===== src/design/stt_pkg.sv =====
// types, token codes and scan states shared by the tokenizer files
`timescale 1ns / 1ps
package stt_pkg;

    localparam int LEN_W = 16;

    typedef enum logic [3:0] {
        M_IDLE       = 4'd0,
        M_HOLD       = 4'd1,
        M_LINE       = 4'd2,
        M_BLOCK      = 4'd3,
        M_BLOCK_STAR = 4'd4,
        M_NUM        = 4'd5,
        M_NUM_DOT    = 4'd6,
        M_WORD       = 4'd7,
        M_STR        = 4'd8
    } t_mode;

    localparam logic [5:0] K_DOT     = 6'd25;
    localparam logic [5:0] K_SLASH   = 6'd31;
    localparam logic [5:0] K_UNKNOWN = 6'd46;
    localparam logic [5:0] K_EOF     = 6'd47;
    localparam logic [5:0] K_STRING  = 6'd48;
    localparam logic [5:0] K_FLOAT   = 6'd49;
    localparam logic [5:0] K_INTEGER = 6'd50;
    localparam logic [5:0] K_IDENT   = 6'd51;
    localparam logic [5:0] K_UNTERM  = 6'd52;

    localparam logic CMD_BYTE = 1'b0;
    localparam logic CMD_END  = 1'b1;
    localparam logic REC_TOKEN = 1'b0;
    localparam logic REC_VALUE = 1'b1;

    typedef struct packed {
        logic       command;
        logic [7:0] char_byte;
    } t_in;

    typedef struct packed {
        logic        record_kind;
        logic [5:0]  token_kind;
        logic [19:0] start_line;
        logic [15:0] start_column;
        logic [15:0] lexeme_length;
        logic [7:0]  value_byte;
        logic        last_of_run;
    } t_out;

    function automatic logic [LEN_W-1:0] sat_add(input logic [LEN_W-1:0] a,
                                                 input logic [1:0] b);
        logic [LEN_W:0] s;
        s = {1'b0, a} + {{(LEN_W-1){1'b0}}, b};
        return s[LEN_W] ? {LEN_W{1'b1}} : s[LEN_W-1:0];
    endfunction

    function automatic logic is_digit(input logic [7:0] c);
        return c >= "0" && c <= "9";
    endfunction

    function automatic logic is_alpha(input logic [7:0] c);
        return (c >= "a" && c <= "z") || (c >= "A" && c <= "Z");
    endfunction

    function automatic logic [7:0] single_kind(input logic [7:0] c);
        unique case (c)
            "(": return 8'd16;
            ")": return 8'd17;
            "{": return 8'd18;
            "}": return 8'd19;
            "[": return 8'd20;
            "]": return 8'd21;
            ";": return 8'd22;
            ":": return 8'd23;
            ",": return 8'd24;
            ".": return 8'd25;
            "~": return 8'd26;
            "+": return 8'd27;
            "*": return 8'd30;
            "%": return 8'd32;
            "^": return 8'd45;
            default: return 8'd255;
        endcase
    endfunction

endpackage


===== src/design/stt_keyword.sv =====
// keyword matcher: compares the buffered word against the sixteen keywords
`timescale 1ns / 1ps
module stt_keyword #(
    parameter int KEYWORD_BYTES = 6
) (
    input  logic [8*KEYWORD_BYTES-1:0] i_word,
    input  logic [15:0]                i_length,
    input  logic                       i_too_long,
    output logic [5:0]                 o_kind
);
    import stt_pkg::*;

    localparam int KB = KEYWORD_BYTES;

    // keyword text, first byte in the low bits, padded with zero
    function automatic logic [8*KB-1:0] kw(input int idx);
        logic [47:0] t;
        logic [8*KB-1:0] r;
        unique case (idx)
            0:  t = {24'd0, "tni"};
            1:  t = {8'd0, "taolf"};
            2:  t = "elbuod";
            3:  t = {16'd0, "loob"};
            4:  t = {16'd0, "rahc"};
            5:  t = {16'd0, "diov"};
            6:  t = "nruter";
            7:  t = {32'd0, "fi"};
            8:  t = {16'd0, "esle"};
            9:  t = {24'd0, "rof"};
            10: t = {8'd0, "elihw"};
            11: t = "tcurts";
            12: t = {16'd0, "mune"};
            13: t = {32'd0, "nf"};
            14: t = {16'd0, "eurt"};
            default: t = {8'd0, "eslaf"};
        endcase
        r = '0;
        r[47:0] = t;
        return r;
    endfunction

    localparam logic [2:0] KW_LEN [16] = '{3'd3, 3'd5, 3'd6, 3'd4, 3'd4, 3'd4, 3'd6, 3'd2,
                                           3'd4, 3'd3, 3'd5, 3'd6, 3'd4, 3'd2, 3'd4, 3'd5};

    always_comb begin
        o_kind = K_IDENT;
        if (!i_too_long && i_length <= 16'(KB)) begin
            for (int i = 15; i >= 0; i--) begin
                if (i_length == 16'(KW_LEN[i]) && i_word == kw(i)) begin
                    o_kind = 6'(i);
                end
            end
        end
    end

endmodule


===== src/design/source_text_tokenizer.sv =====
// top level of the streaming c-style source tokenizer
`timescale 1ns / 1ps
// Streaming tokenizer for C-style source text. Each input item is a source
// byte or the end command; the results of each byte (up to three: decoded
// string byte or token records) are built by one pass of logic into a small
// result queue. Results leave one item per cycle while the receiver is
// ready, so a byte that causes two or three results holds off input while
// the queue drains; other bytes stream at one per cycle while it keeps up.
// Blanks and comments give no result. A quoted string sends its decoded
// bytes as value items, then its token record. The end command finishes any
// open token, sends the EOF token and returns the scanner state to reset.
// Line and column counts saturate at their widths.
module source_text_tokenizer #(
    parameter int LINE_WIDTH    = 20,
    parameter int COLUMN_WIDTH  = 16,
    parameter int KEYWORD_BYTES = 6
) (
    input  logic           i_clk,
    input  logic           i_rst_n,
    input  logic           i_valid,
    output logic           o_ready,
    input  stt_pkg::t_in   i_data,
    output logic           o_valid,
    input  logic           i_ready,
    output stt_pkg::t_out  o_data
);
    import stt_pkg::*;

    localparam int KB = KEYWORD_BYTES;
    localparam int KBW = $clog2(KB);
    localparam logic [LINE_WIDTH-1:0]   LINE_MAX = '1;
    localparam logic [COLUMN_WIDTH-1:0] COL_MAX  = '1;

    // scanner state
    t_mode                   r_mode, n_mode;
    logic [7:0]              r_held, n_held;
    logic [LINE_WIDTH-1:0]   r_line, n_line, r_tline, n_tline;
    logic [COLUMN_WIDTH-1:0] r_col, n_col, r_tcol, n_tcol;
    logic [15:0]             r_len, n_len;
    logic [8*KB-1:0]         r_word, n_word;
    logic                    r_long, n_long, r_point, n_point;
    logic                    r_esc, n_esc, r_single, n_single;

    // result queue: up to three entries, r_cnt valid, head at index 0
    t_out       r_q [3];
    t_out       n_q [3];
    logic [1:0] r_cnt, n_cnt;

    // results of the current item
    t_out       res [3];
    logic [1:0] nres;

    logic       accept;
    logic [5:0] word_kind;

    stt_keyword #(.KEYWORD_BYTES(KB)) u_kw (
        .i_word    (r_word),
        .i_length  (r_len),
        .i_too_long(r_long),
        .o_kind    (word_kind)
    );

    // accept only when the queue is empty or its single item leaves this cycle
    assign o_ready = (r_cnt == 2'd0) || (r_cnt == 2'd1 && i_ready);
    assign accept  = i_valid && o_ready;
    assign o_valid = r_cnt != 2'd0;
    assign o_data  = r_q[0];

    function automatic t_out mk(input logic rk, input logic [5:0] k,
                                input logic [LINE_WIDTH-1:0] ln,
                                input logic [COLUMN_WIDTH-1:0] cl,
                                input logic [15:0] len, input logic [7:0] vb);
        t_out o;
        o.record_kind   = rk;
        o.token_kind    = k;
        o.start_line    = 20'(ln);
        o.start_column  = 16'(cl);
        o.lexeme_length = len;
        o.value_byte    = vb;
        o.last_of_run   = 1'b0;
        return o;
    endfunction

    always_comb begin
        logic [7:0]              c;
        logic                    again;
        logic [7:0]              sk;
        logic [7:0]              second;
        logic [5:0]              two, one;
        logic [7:0]              d;
        logic [COLUMN_WIDTH:0]   dsum;
        logic [COLUMN_WIDTH-1:0] dcol;

        c = i_data.char_byte;
        again = 1'b0;
        sk = '0; second = '0; two = '0; one = '0; d = '0; dsum = '0; dcol = '0;
        n_mode = r_mode; n_held = r_held; n_line = r_line; n_col = r_col;
        n_tline = r_tline; n_tcol = r_tcol; n_len = r_len; n_word = r_word;
        n_long = r_long; n_point = r_point; n_esc = r_esc; n_single = r_single;
        res[0] = mk(REC_TOKEN, '0, '0, '0, '0, '0);
        res[1] = res[0];
        res[2] = res[0];
        nres = 2'd0;

        // held operator pairing
        unique case (r_held)
            "-": begin second = ">"; two = 6'd28; one = 6'd29; end
            "=": begin second = "="; two = 6'd33; one = 6'd34; end
            "!": begin second = "="; two = 6'd35; one = 6'd36; end
            "<": begin second = "="; two = 6'd37; one = 6'd38; end
            ">": begin second = "="; two = 6'd39; one = 6'd40; end
            "&": begin second = "&"; two = 6'd41; one = 6'd42; end
            "|": begin second = "|"; two = 6'd43; one = 6'd44; end
            "/": begin second = "/"; two = K_SLASH; one = K_SLASH; end
            default: begin second = '0; two = K_UNKNOWN; one = K_UNKNOWN; end
        endcase

        if (i_data.command == CMD_END) begin
            unique case (r_mode)
                M_HOLD: begin
                    res[0] = mk(REC_TOKEN, one, r_tline, r_tcol, 16'd1, '0);
                    nres = 2'd1;
                end
                M_NUM: begin
                    res[0] = mk(REC_TOKEN, r_point ? K_FLOAT : K_INTEGER, r_tline, r_tcol,
                                r_len, '0);
                    nres = 2'd1;
                end
                M_NUM_DOT: begin
                    res[0] = mk(REC_TOKEN, K_FLOAT, r_tline, r_tcol, sat_add(r_len, 2'd1), '0);
                    nres = 2'd1;
                end
                M_WORD: begin
                    res[0] = mk(REC_TOKEN, word_kind, r_tline, r_tcol, r_len, '0);
                    nres = 2'd1;
                end
                M_STR: begin
                    res[0] = mk(REC_TOKEN, K_UNTERM, r_tline, r_tcol, sat_add(r_len, 2'd1), '0);
                    nres = 2'd1;
                end
                default: ;
            endcase
            res[nres] = mk(REC_TOKEN, K_EOF, r_line, r_col, 16'd0, '0);
            nres = nres + 2'd1;
            n_mode = M_IDLE; n_held = '0; n_line = LINE_WIDTH'(1); n_col = COLUMN_WIDTH'(1);
            n_tline = LINE_WIDTH'(1); n_tcol = COLUMN_WIDTH'(1); n_len = '0; n_word = '0;
            n_long = 1'b0; n_point = 1'b0; n_esc = 1'b0; n_single = 1'b0;
        end else begin
            unique case (r_mode)
                M_IDLE: again = 1'b1;
                M_HOLD: begin
                    if (r_held == "/" && c == "/") begin
                        n_mode = M_LINE;
                    end else if (r_held == "/" && c == "*") begin
                        n_mode = M_BLOCK;
                    end else if (r_held != "/" && c == second) begin
                        res[0] = mk(REC_TOKEN, two, r_tline, r_tcol, 16'd2, '0);
                        nres = 2'd1;
                        n_mode = M_IDLE;
                    end else begin
                        res[0] = mk(REC_TOKEN, one, r_tline, r_tcol, 16'd1, '0);
                        nres = 2'd1;
                        again = 1'b1;
                    end
                end
                M_LINE: if (c == "\n") n_mode = M_IDLE;
                M_BLOCK: if (c == "*") n_mode = M_BLOCK_STAR;
                M_BLOCK_STAR: begin
                    if (c == "/") n_mode = M_IDLE;
                    else if (c != "*") n_mode = M_BLOCK;
                end
                M_NUM_DOT: begin
                    if (c == ".") begin
                        // integer then its held dot, then the new dot starts over
                        dsum = {1'b0, r_tcol} + (COLUMN_WIDTH+1)'(r_len);
                        dcol = (dsum > {1'b0, COL_MAX}) ? COL_MAX : dsum[COLUMN_WIDTH-1:0];
                        if (COLUMN_WIDTH < 16 && r_len > 16'(COL_MAX)) dcol = COL_MAX;
                        res[0] = mk(REC_TOKEN, K_INTEGER, r_tline, r_tcol, r_len, '0);
                        res[1] = mk(REC_TOKEN, K_DOT, r_tline, dcol, 16'd1, '0);
                        nres = 2'd2;
                        again = 1'b1;
                    end else begin
                        // dot joins the number; a digit extends the float, another byte ends it
                        n_point = 1'b1;
                        n_mode = M_NUM;
                        if (is_digit(c)) begin
                            n_len = sat_add(r_len, 2'd2);
                        end else begin
                            res[0] = mk(REC_TOKEN, K_FLOAT, r_tline, r_tcol,
                                        sat_add(r_len, 2'd1), '0);
                            nres = 2'd1;
                            again = 1'b1;
                        end
                    end
                end
                M_NUM: begin
                    if (is_digit(c)) begin
                        n_len = sat_add(r_len, 2'd1);
                    end else if (c == "." && !r_point) begin
                        n_mode = M_NUM_DOT;
                        n_held = ".";
                    end else begin
                        res[0] = mk(REC_TOKEN, r_point ? K_FLOAT : K_INTEGER, r_tline, r_tcol,
                                    r_len, '0);
                        nres = 2'd1;
                        again = 1'b1;
                    end
                end
                M_WORD: begin
                    if (is_alpha(c) || is_digit(c) || c == "_") begin
                        if (r_len < 16'(KB)) n_word[8*r_len[KBW-1:0] +: 8] = c;
                        else n_long = 1'b1;
                        n_len = sat_add(r_len, 2'd1);
                    end else begin
                        res[0] = mk(REC_TOKEN, word_kind, r_tline, r_tcol, r_len, '0);
                        nres = 2'd1;
                        again = 1'b1;
                    end
                end
                M_STR: begin
                    if (r_esc) begin
                        d = (c == "n") ? 8'd10 : (c == "t") ? 8'd9 : (c == "r") ? 8'd13 : c;
                        res[0] = mk(REC_VALUE, '0, '0, '0, '0, d);
                        nres = 2'd1;
                        n_len = sat_add(r_len, 2'd1);
                        n_esc = 1'b0;
                    end else if (c == (r_single ? 8'h27 : 8'h22)) begin
                        res[0] = mk(REC_TOKEN, K_STRING, r_tline, r_tcol, sat_add(r_len, 2'd2),
                                    '0);
                        nres = 2'd1;
                        n_mode = M_IDLE;
                    end else if (c == 8'h5c) begin
                        n_esc = 1'b1;
                    end else begin
                        res[0] = mk(REC_VALUE, '0, '0, '0, '0, c);
                        nres = 2'd1;
                        n_len = sat_add(r_len, 2'd1);
                    end
                end
                default: again = 1'b1;
            endcase

            // a byte that begins a token
            if (again) begin
                n_mode = M_IDLE;
                n_tline = r_line;
                n_tcol = r_col;
                sk = single_kind(c);
                if (c == " " || c == "\t" || c == "\r" || c == "\n") begin
                    n_mode = M_IDLE;
                end else if (c == "/" || c == "-" || c == "=" || c == "!" || c == "<" ||
                             c == ">" || c == "&" || c == "|") begin
                    n_mode = M_HOLD;
                    n_held = c;
                end else if (c == 8'h22 || c == 8'h27) begin
                    n_mode = M_STR;
                    n_single = c == 8'h27;
                    n_esc = 1'b0;
                    n_len = '0;
                end else if (is_digit(c)) begin
                    n_mode = M_NUM;
                    n_point = 1'b0;
                    n_len = 16'd1;
                end else if (is_alpha(c) || c == "_") begin
                    n_mode = M_WORD;
                    n_word = '0;
                    n_word[7:0] = c;
                    n_long = 1'b0;
                    n_len = 16'd1;
                end else begin
                    res[nres] = mk(REC_TOKEN, (sk == 8'd255) ? K_UNKNOWN : sk[5:0], r_line,
                                   r_col, 16'd1, '0);
                    nres = nres + 2'd1;
                end
            end

            // position advance
            if (c == "\n") begin
                if (r_line != LINE_MAX) n_line = r_line + 1'b1;
                n_col = COLUMN_WIDTH'(1);
            end else if (r_col != COL_MAX) begin
                n_col = r_col + 1'b1;
            end
        end

        if (nres != 2'd0) res[nres - 2'd1].last_of_run = 1'b1;
    end

    // queue update: pop head on output handshake, append new results behind
    always_comb begin
        logic [1:0] base;
        n_q = r_q;
        base = r_cnt;
        if (o_valid && i_ready) begin
            n_q[0] = r_q[1];
            n_q[1] = r_q[2];
            base = r_cnt - 2'd1;
        end
        n_cnt = base;
        if (accept) begin
            for (int i = 0; i < 3; i++) begin
                if (2'(i) < nres) n_q[base + 2'(i)] = res[i];
            end
            n_cnt = base + nres;
        end
    end

    always_ff @(posedge i_clk) begin
        if (!i_rst_n) begin
            r_mode <= M_IDLE;
            r_held <= '0;
            r_line <= LINE_WIDTH'(1);
            r_col <= COLUMN_WIDTH'(1);
            r_tline <= LINE_WIDTH'(1);
            r_tcol <= COLUMN_WIDTH'(1);
            r_len <= '0;
            r_word <= '0;
            r_long <= 1'b0;
            r_point <= 1'b0;
            r_esc <= 1'b0;
            r_single <= 1'b0;
            r_cnt <= 2'd0;
        end else begin
            if (accept) begin
                r_mode <= n_mode;
                r_held <= n_held;
                r_line <= n_line;
                r_col <= n_col;
                r_tline <= n_tline;
                r_tcol <= n_tcol;
                r_len <= n_len;
                r_word <= n_word;
                r_long <= n_long;
                r_point <= n_point;
                r_esc <= n_esc;
                r_single <= n_single;
            end
            r_cnt <= n_cnt;
        end
    end

    always_ff @(posedge i_clk) begin
        r_q <= n_q;
    end

    // a waiting output item holds still until taken
    a_out_hold: assert property (@(posedge i_clk) disable iff (!i_rst_n)
        o_valid && !i_ready |=> o_valid && $stable(o_data)) else $error("output item moved");
    // input is refused while two or more results wait
    a_no_accept_full: assert property (@(posedge i_clk) disable iff (!i_rst_n)
        r_cnt >= 2'd2 |-> !o_ready) else $error("accept with full queue");
    // an end command always leaves the scanner idle
    a_end_idle: assert property (@(posedge i_clk) disable iff (!i_rst_n)
        accept && i_data.command == CMD_END |=> r_mode == M_IDLE) else $error("end not idle");
    // counts never read zero
    a_pos_nonzero: assert property (@(posedge i_clk) disable iff (!i_rst_n)
        r_line != '0 && r_col != '0) else $error("position zero");

endmodule


===== config.mk =====
export PLATFORM = sky130hd
export DESIGN_NAME = source_text_tokenizer
export DESIGN_NICKNAME = d
export VERILOG_FILES = /design/src/design/stt_pkg.sv /design/src/design/stt_keyword.sv /design/src/design/source_text_tokenizer.sv
export SDC_FILE = /design/constraint.sdc
export NUM_CORES = 1
export LEC_CHECK = 0
export CAP_MARGIN = 10
export CORE_UTILIZATION = 30
export CTS_CLUSTER_DIAMETER = 100
export CTS_CLUSTER_SIZE = 10
export DETAILED_ROUTE_END_ITERATION = 16
export DONT_BUFFER_PORTS = 1
export PLACE_DENSITY = 0.42
export SYNTH_ARGS = -nofsm -noshare
export SYNTH_HDL_FRONTEND = slang
export SYNTH_HIERARCHICAL = 1
export SYNTH_SLANG_ARGS = --single-unit

===== constraint.sdc =====
create_clock -name i_clk -period 11 [get_ports i_clk]
set_clock_uncertainty 0.05 [all_clocks]
set_input_delay 2.75 -clock i_clk [delete_from_list [all_inputs] [get_ports i_clk]]
set_output_delay 2.75 -clock i_clk [all_outputs]
set_load 0.02 [all_outputs]

==> results.sh <==
export IMPL_worst_setup_path_end_kind="flip-flop"
export IMPL_peakVddDrop_uv=150.1
export IMPL_fin_tns_setup_ns=0
export IMPL_initial_core_util_pct=30.25
export IMPL_yosys_top_cells_count="nand2_1 (341), nor2_1 (308), dfxtp_1 (290)"
export IMPL_arrival_ns=7.13
export IMPL_clk_latency_ns=0.61
export IMPL_die_x_um=292.3
export IMPL_drt_wl_total_mm=110.0
export IMPL_drc=0
export IMPL_use_met3_pct=3.710
export IMPL_grt_max_degree=138
export IMPL_io_buffers=0
export IMPL_power_per_cell_area_nw_per_um2=228.4
export IMPL_leakage_nw=9.207
export IMPL_wl_per_cell_um=26.83
export IMPL_drt_iter0_drc=2460
export IMPL_ys_ff_latch=358
export IMPL_cts_hold_buffers=0
export IMPL_clkSinkCount=358
export IMPL_syn_nets=3252
export IMPL_rows=106
export IMPL_setup_violations=0
export IMPL_via_per_inst=6.179
export IMPL_yosysUniqueCellTypes=109
export IMPL_outcome="finished clean"
export IMPL_grt_pass1_wl_mm=163.5
export IMPL_p_total_mw=6.162
export IMPL_postSynthAreaPerCell_um2=7.877
export IMPL_pin_count=83
export IMPL_rsz0062_at_grt="no"
export IMPL_cap_violations=0
export IMPL_hold_viol_final=0
export IMPL_grt_overflow=0
export IMPL_clk_pin_slew_ns=0.06
export IMPL_cts_resized_gates=0
export IMPL_crit_type="in -> reg"
export IMPL_drtPass1Iterations=5
export IMPL_cts_tree="yes"
export IMPL_yosysWarnings=6
export IMPL_cts_max_path_buffers=3
export IMPL_cp_max_fo=33
export IMPL_yosysTopAreaCell="dfxtp_1"
export IMPL_clock_fmax_mhz=146.0
export IMPL_worstHoldPathType="reg -> reg"
export IMPL_fin_ws_ns=4.150
export IMPL_worst_slew_pin_slew_ns=1.305
export IMPL_vias=25328
export IMPL_dp_hpwl_mm=73.90
export IMPL_required_ns=11.28
export IMPL_seq_area_frac_synth_pct=31.04
export IMPL_antenna_cells=0
export IMPL_ant_nets=0
export IMPL_yosysMostFrequentCell="nand2_1"
export IMPL_antenna_found_initial=2
export IMPL_fin_nets=3033
export IMPL_drive_gt1_share_pct=6.989
export IMPL_start_kind="primary input"
export IMPL_synth_edf_count=68
export IMPL_stdcell_area_um2=26980
export IMPL_min_period_ns=6.850
export IMPL_die_area_um2=85420
export IMPL_synthFlopType="dfxtp_1"
export IMPL_synthArstFlopShare_pct=0
export IMPL_met1_usage_pct=34.36
export IMPL_gp_congestion=0.9427
export IMPL_slew_violations=0
export IMPL_cts_htree_levels=2
export IMPL_synth_area_leaders="dfxtp_1 (23%), edfxtp_1 (8.1%), nand2_1 (5.1%)"
export IMPL_placed_cell_area_um2=25700
export IMPL_place_ws_ns=3.631
export IMPL_grt_busiest_layer="met2"
export IMPL_cts_root_buf="clkbuf_16"
export IMPL_yosysTopAreaCellShare_pct=22.97
export IMPL_numCtsBuffers=43
export IMPL_synth_area_um2=25280
export IMPL_grt_pass1_vias=24300
export IMPL_fp_dieH_um=292.3
export IMPL_grt_usage_pct=25.01
export IMPL_cts_setup_buffers=0
export IMPL_fin_hold_ws_ns=0.4298
export IMPL_coreArea_um2=83560
export IMPL_slew_headroom_pct=12.38
export IMPL_period_share_pct=62.27
export IMPL_areaGrowthSynthToFinish_pct=6.737
export IMPL_synthCells=3209
export IMPL_grt_util_met2_pct=39.49
-- sequential cells by signal (all words and copies together) (netlist names) --
name      flops
r_cnt         2
r_tcol       16
r_word       48
r_point       1
r_held        8
r_tline      20
r_mode        4
r_q         136
o_data       68
r_line       20
r_col        16
r_single      1
r_esc         1
r_len        16
r_long        1
-- per-layer routing --
| metal | routed length (um) | share of wire, % | vias to the layer above |
|---|---|---|---|
| li1 | - | - | 11599 |
| met2 | 49180 | 45 | 1042 |
| met5 | 13 | 0.012 | - |
| met4 | 3716 | 3.4 | 2 |
| met3 | 7401 | 6.7 | 180 |
| met1 | 49670 | 45 | 12505 |
-- where the power goes --
group	internal (mW)	leakage, nW	switching [mW]
clock network	0.764	0.612	0.629
registers	1.80	3.03	0.410
logic	0.920	5.56	1.64
total	3.48	9.21	2.68
-- critical path: stages --
cell,delay (ns)
nor4b_2,0.54
nand2_1,0.40
o21ai_1,0.33
nand2_1,0.28
nor2_1,0.30
ha_1,0.18
and4_1,0.23
nand4_2,0.20
a21oi_4,0.28
nand2_1,0.30
nand2_2,0.62
buf_4,0.47
o221ai_1,0.18
-- final timing paths --
path | from | endpoint | slack [ns] | cells after the start
max | i_data[4] | r_q[31] | 4.15 | 13
max reg2reg | r_mode[2] | r_q[31] | 5.42 | 13
min reg2reg | r_q[96] | o_data[28] | 0.43 | 2
min | r_q[96] | o_data[28] | 0.43 | 2
-- layout by cell type (no fill, tap or decap), types with 21 or more instances in the layout --
cell       count
o2bb2ai_1     22
nand4_1       42
a22o_1        27
o21ai_0      137
buf_4         75
a22oi_1      141
and3_1        39
nand3_1       83
nand2_1      337
inv_1         36
a221oi_1      36
a211oi_1      30
o22ai_1       88
xnor2_1       31
a221o_1       46
a211o_1       24
a31oi_1       28
dfxtp_1      290
nor4_1        32
mux2i_1      108
clkbuf_1      24
nor3_1        75
o221ai_1      21
xor2_1        35
ha_1          29
or3_1         23
nor2_1       306
nor2b_1      110
edfxtp_1      68
clkbuf_16     43
o211ai_1      32
nand2b_1      29
a21oi_1      184
-- per-stage QoR --
stage,util (%),cells
after floorplan,-,3209
after global placement,30.76,4025
after detailed placement,30.76,4025
after CTS,32.29,4099
after global routing,32.29,4099
final,32.29,4099
-- cell families (layout without fill, tap and decap cells) --
group,count (synthesis),in the layout,share of synthesized area [%]
and+or+nand+nor,1229,1229,24.51
xor gates and xnor gates,66,66,2.287
AOI/OAI and AO/OA,1033,1033,28.95
buffers and inverters,377,187,7.073
adders and majority gates,32,32,1.594
DFF,358,358,31.04
muxes,114,114,4.544
-- area by class of cell --
type	instances	area [um^2]
fillers	8904	56570
well taps	1080	1351
clock buffers	68	1180
multi-input cells	2474	15780
inverters	37	143.9
clock inverters	6	96.34
flip-flops and latches	358	7848
repair buffers	76	583.1
(Power assumes the default switching activity.)
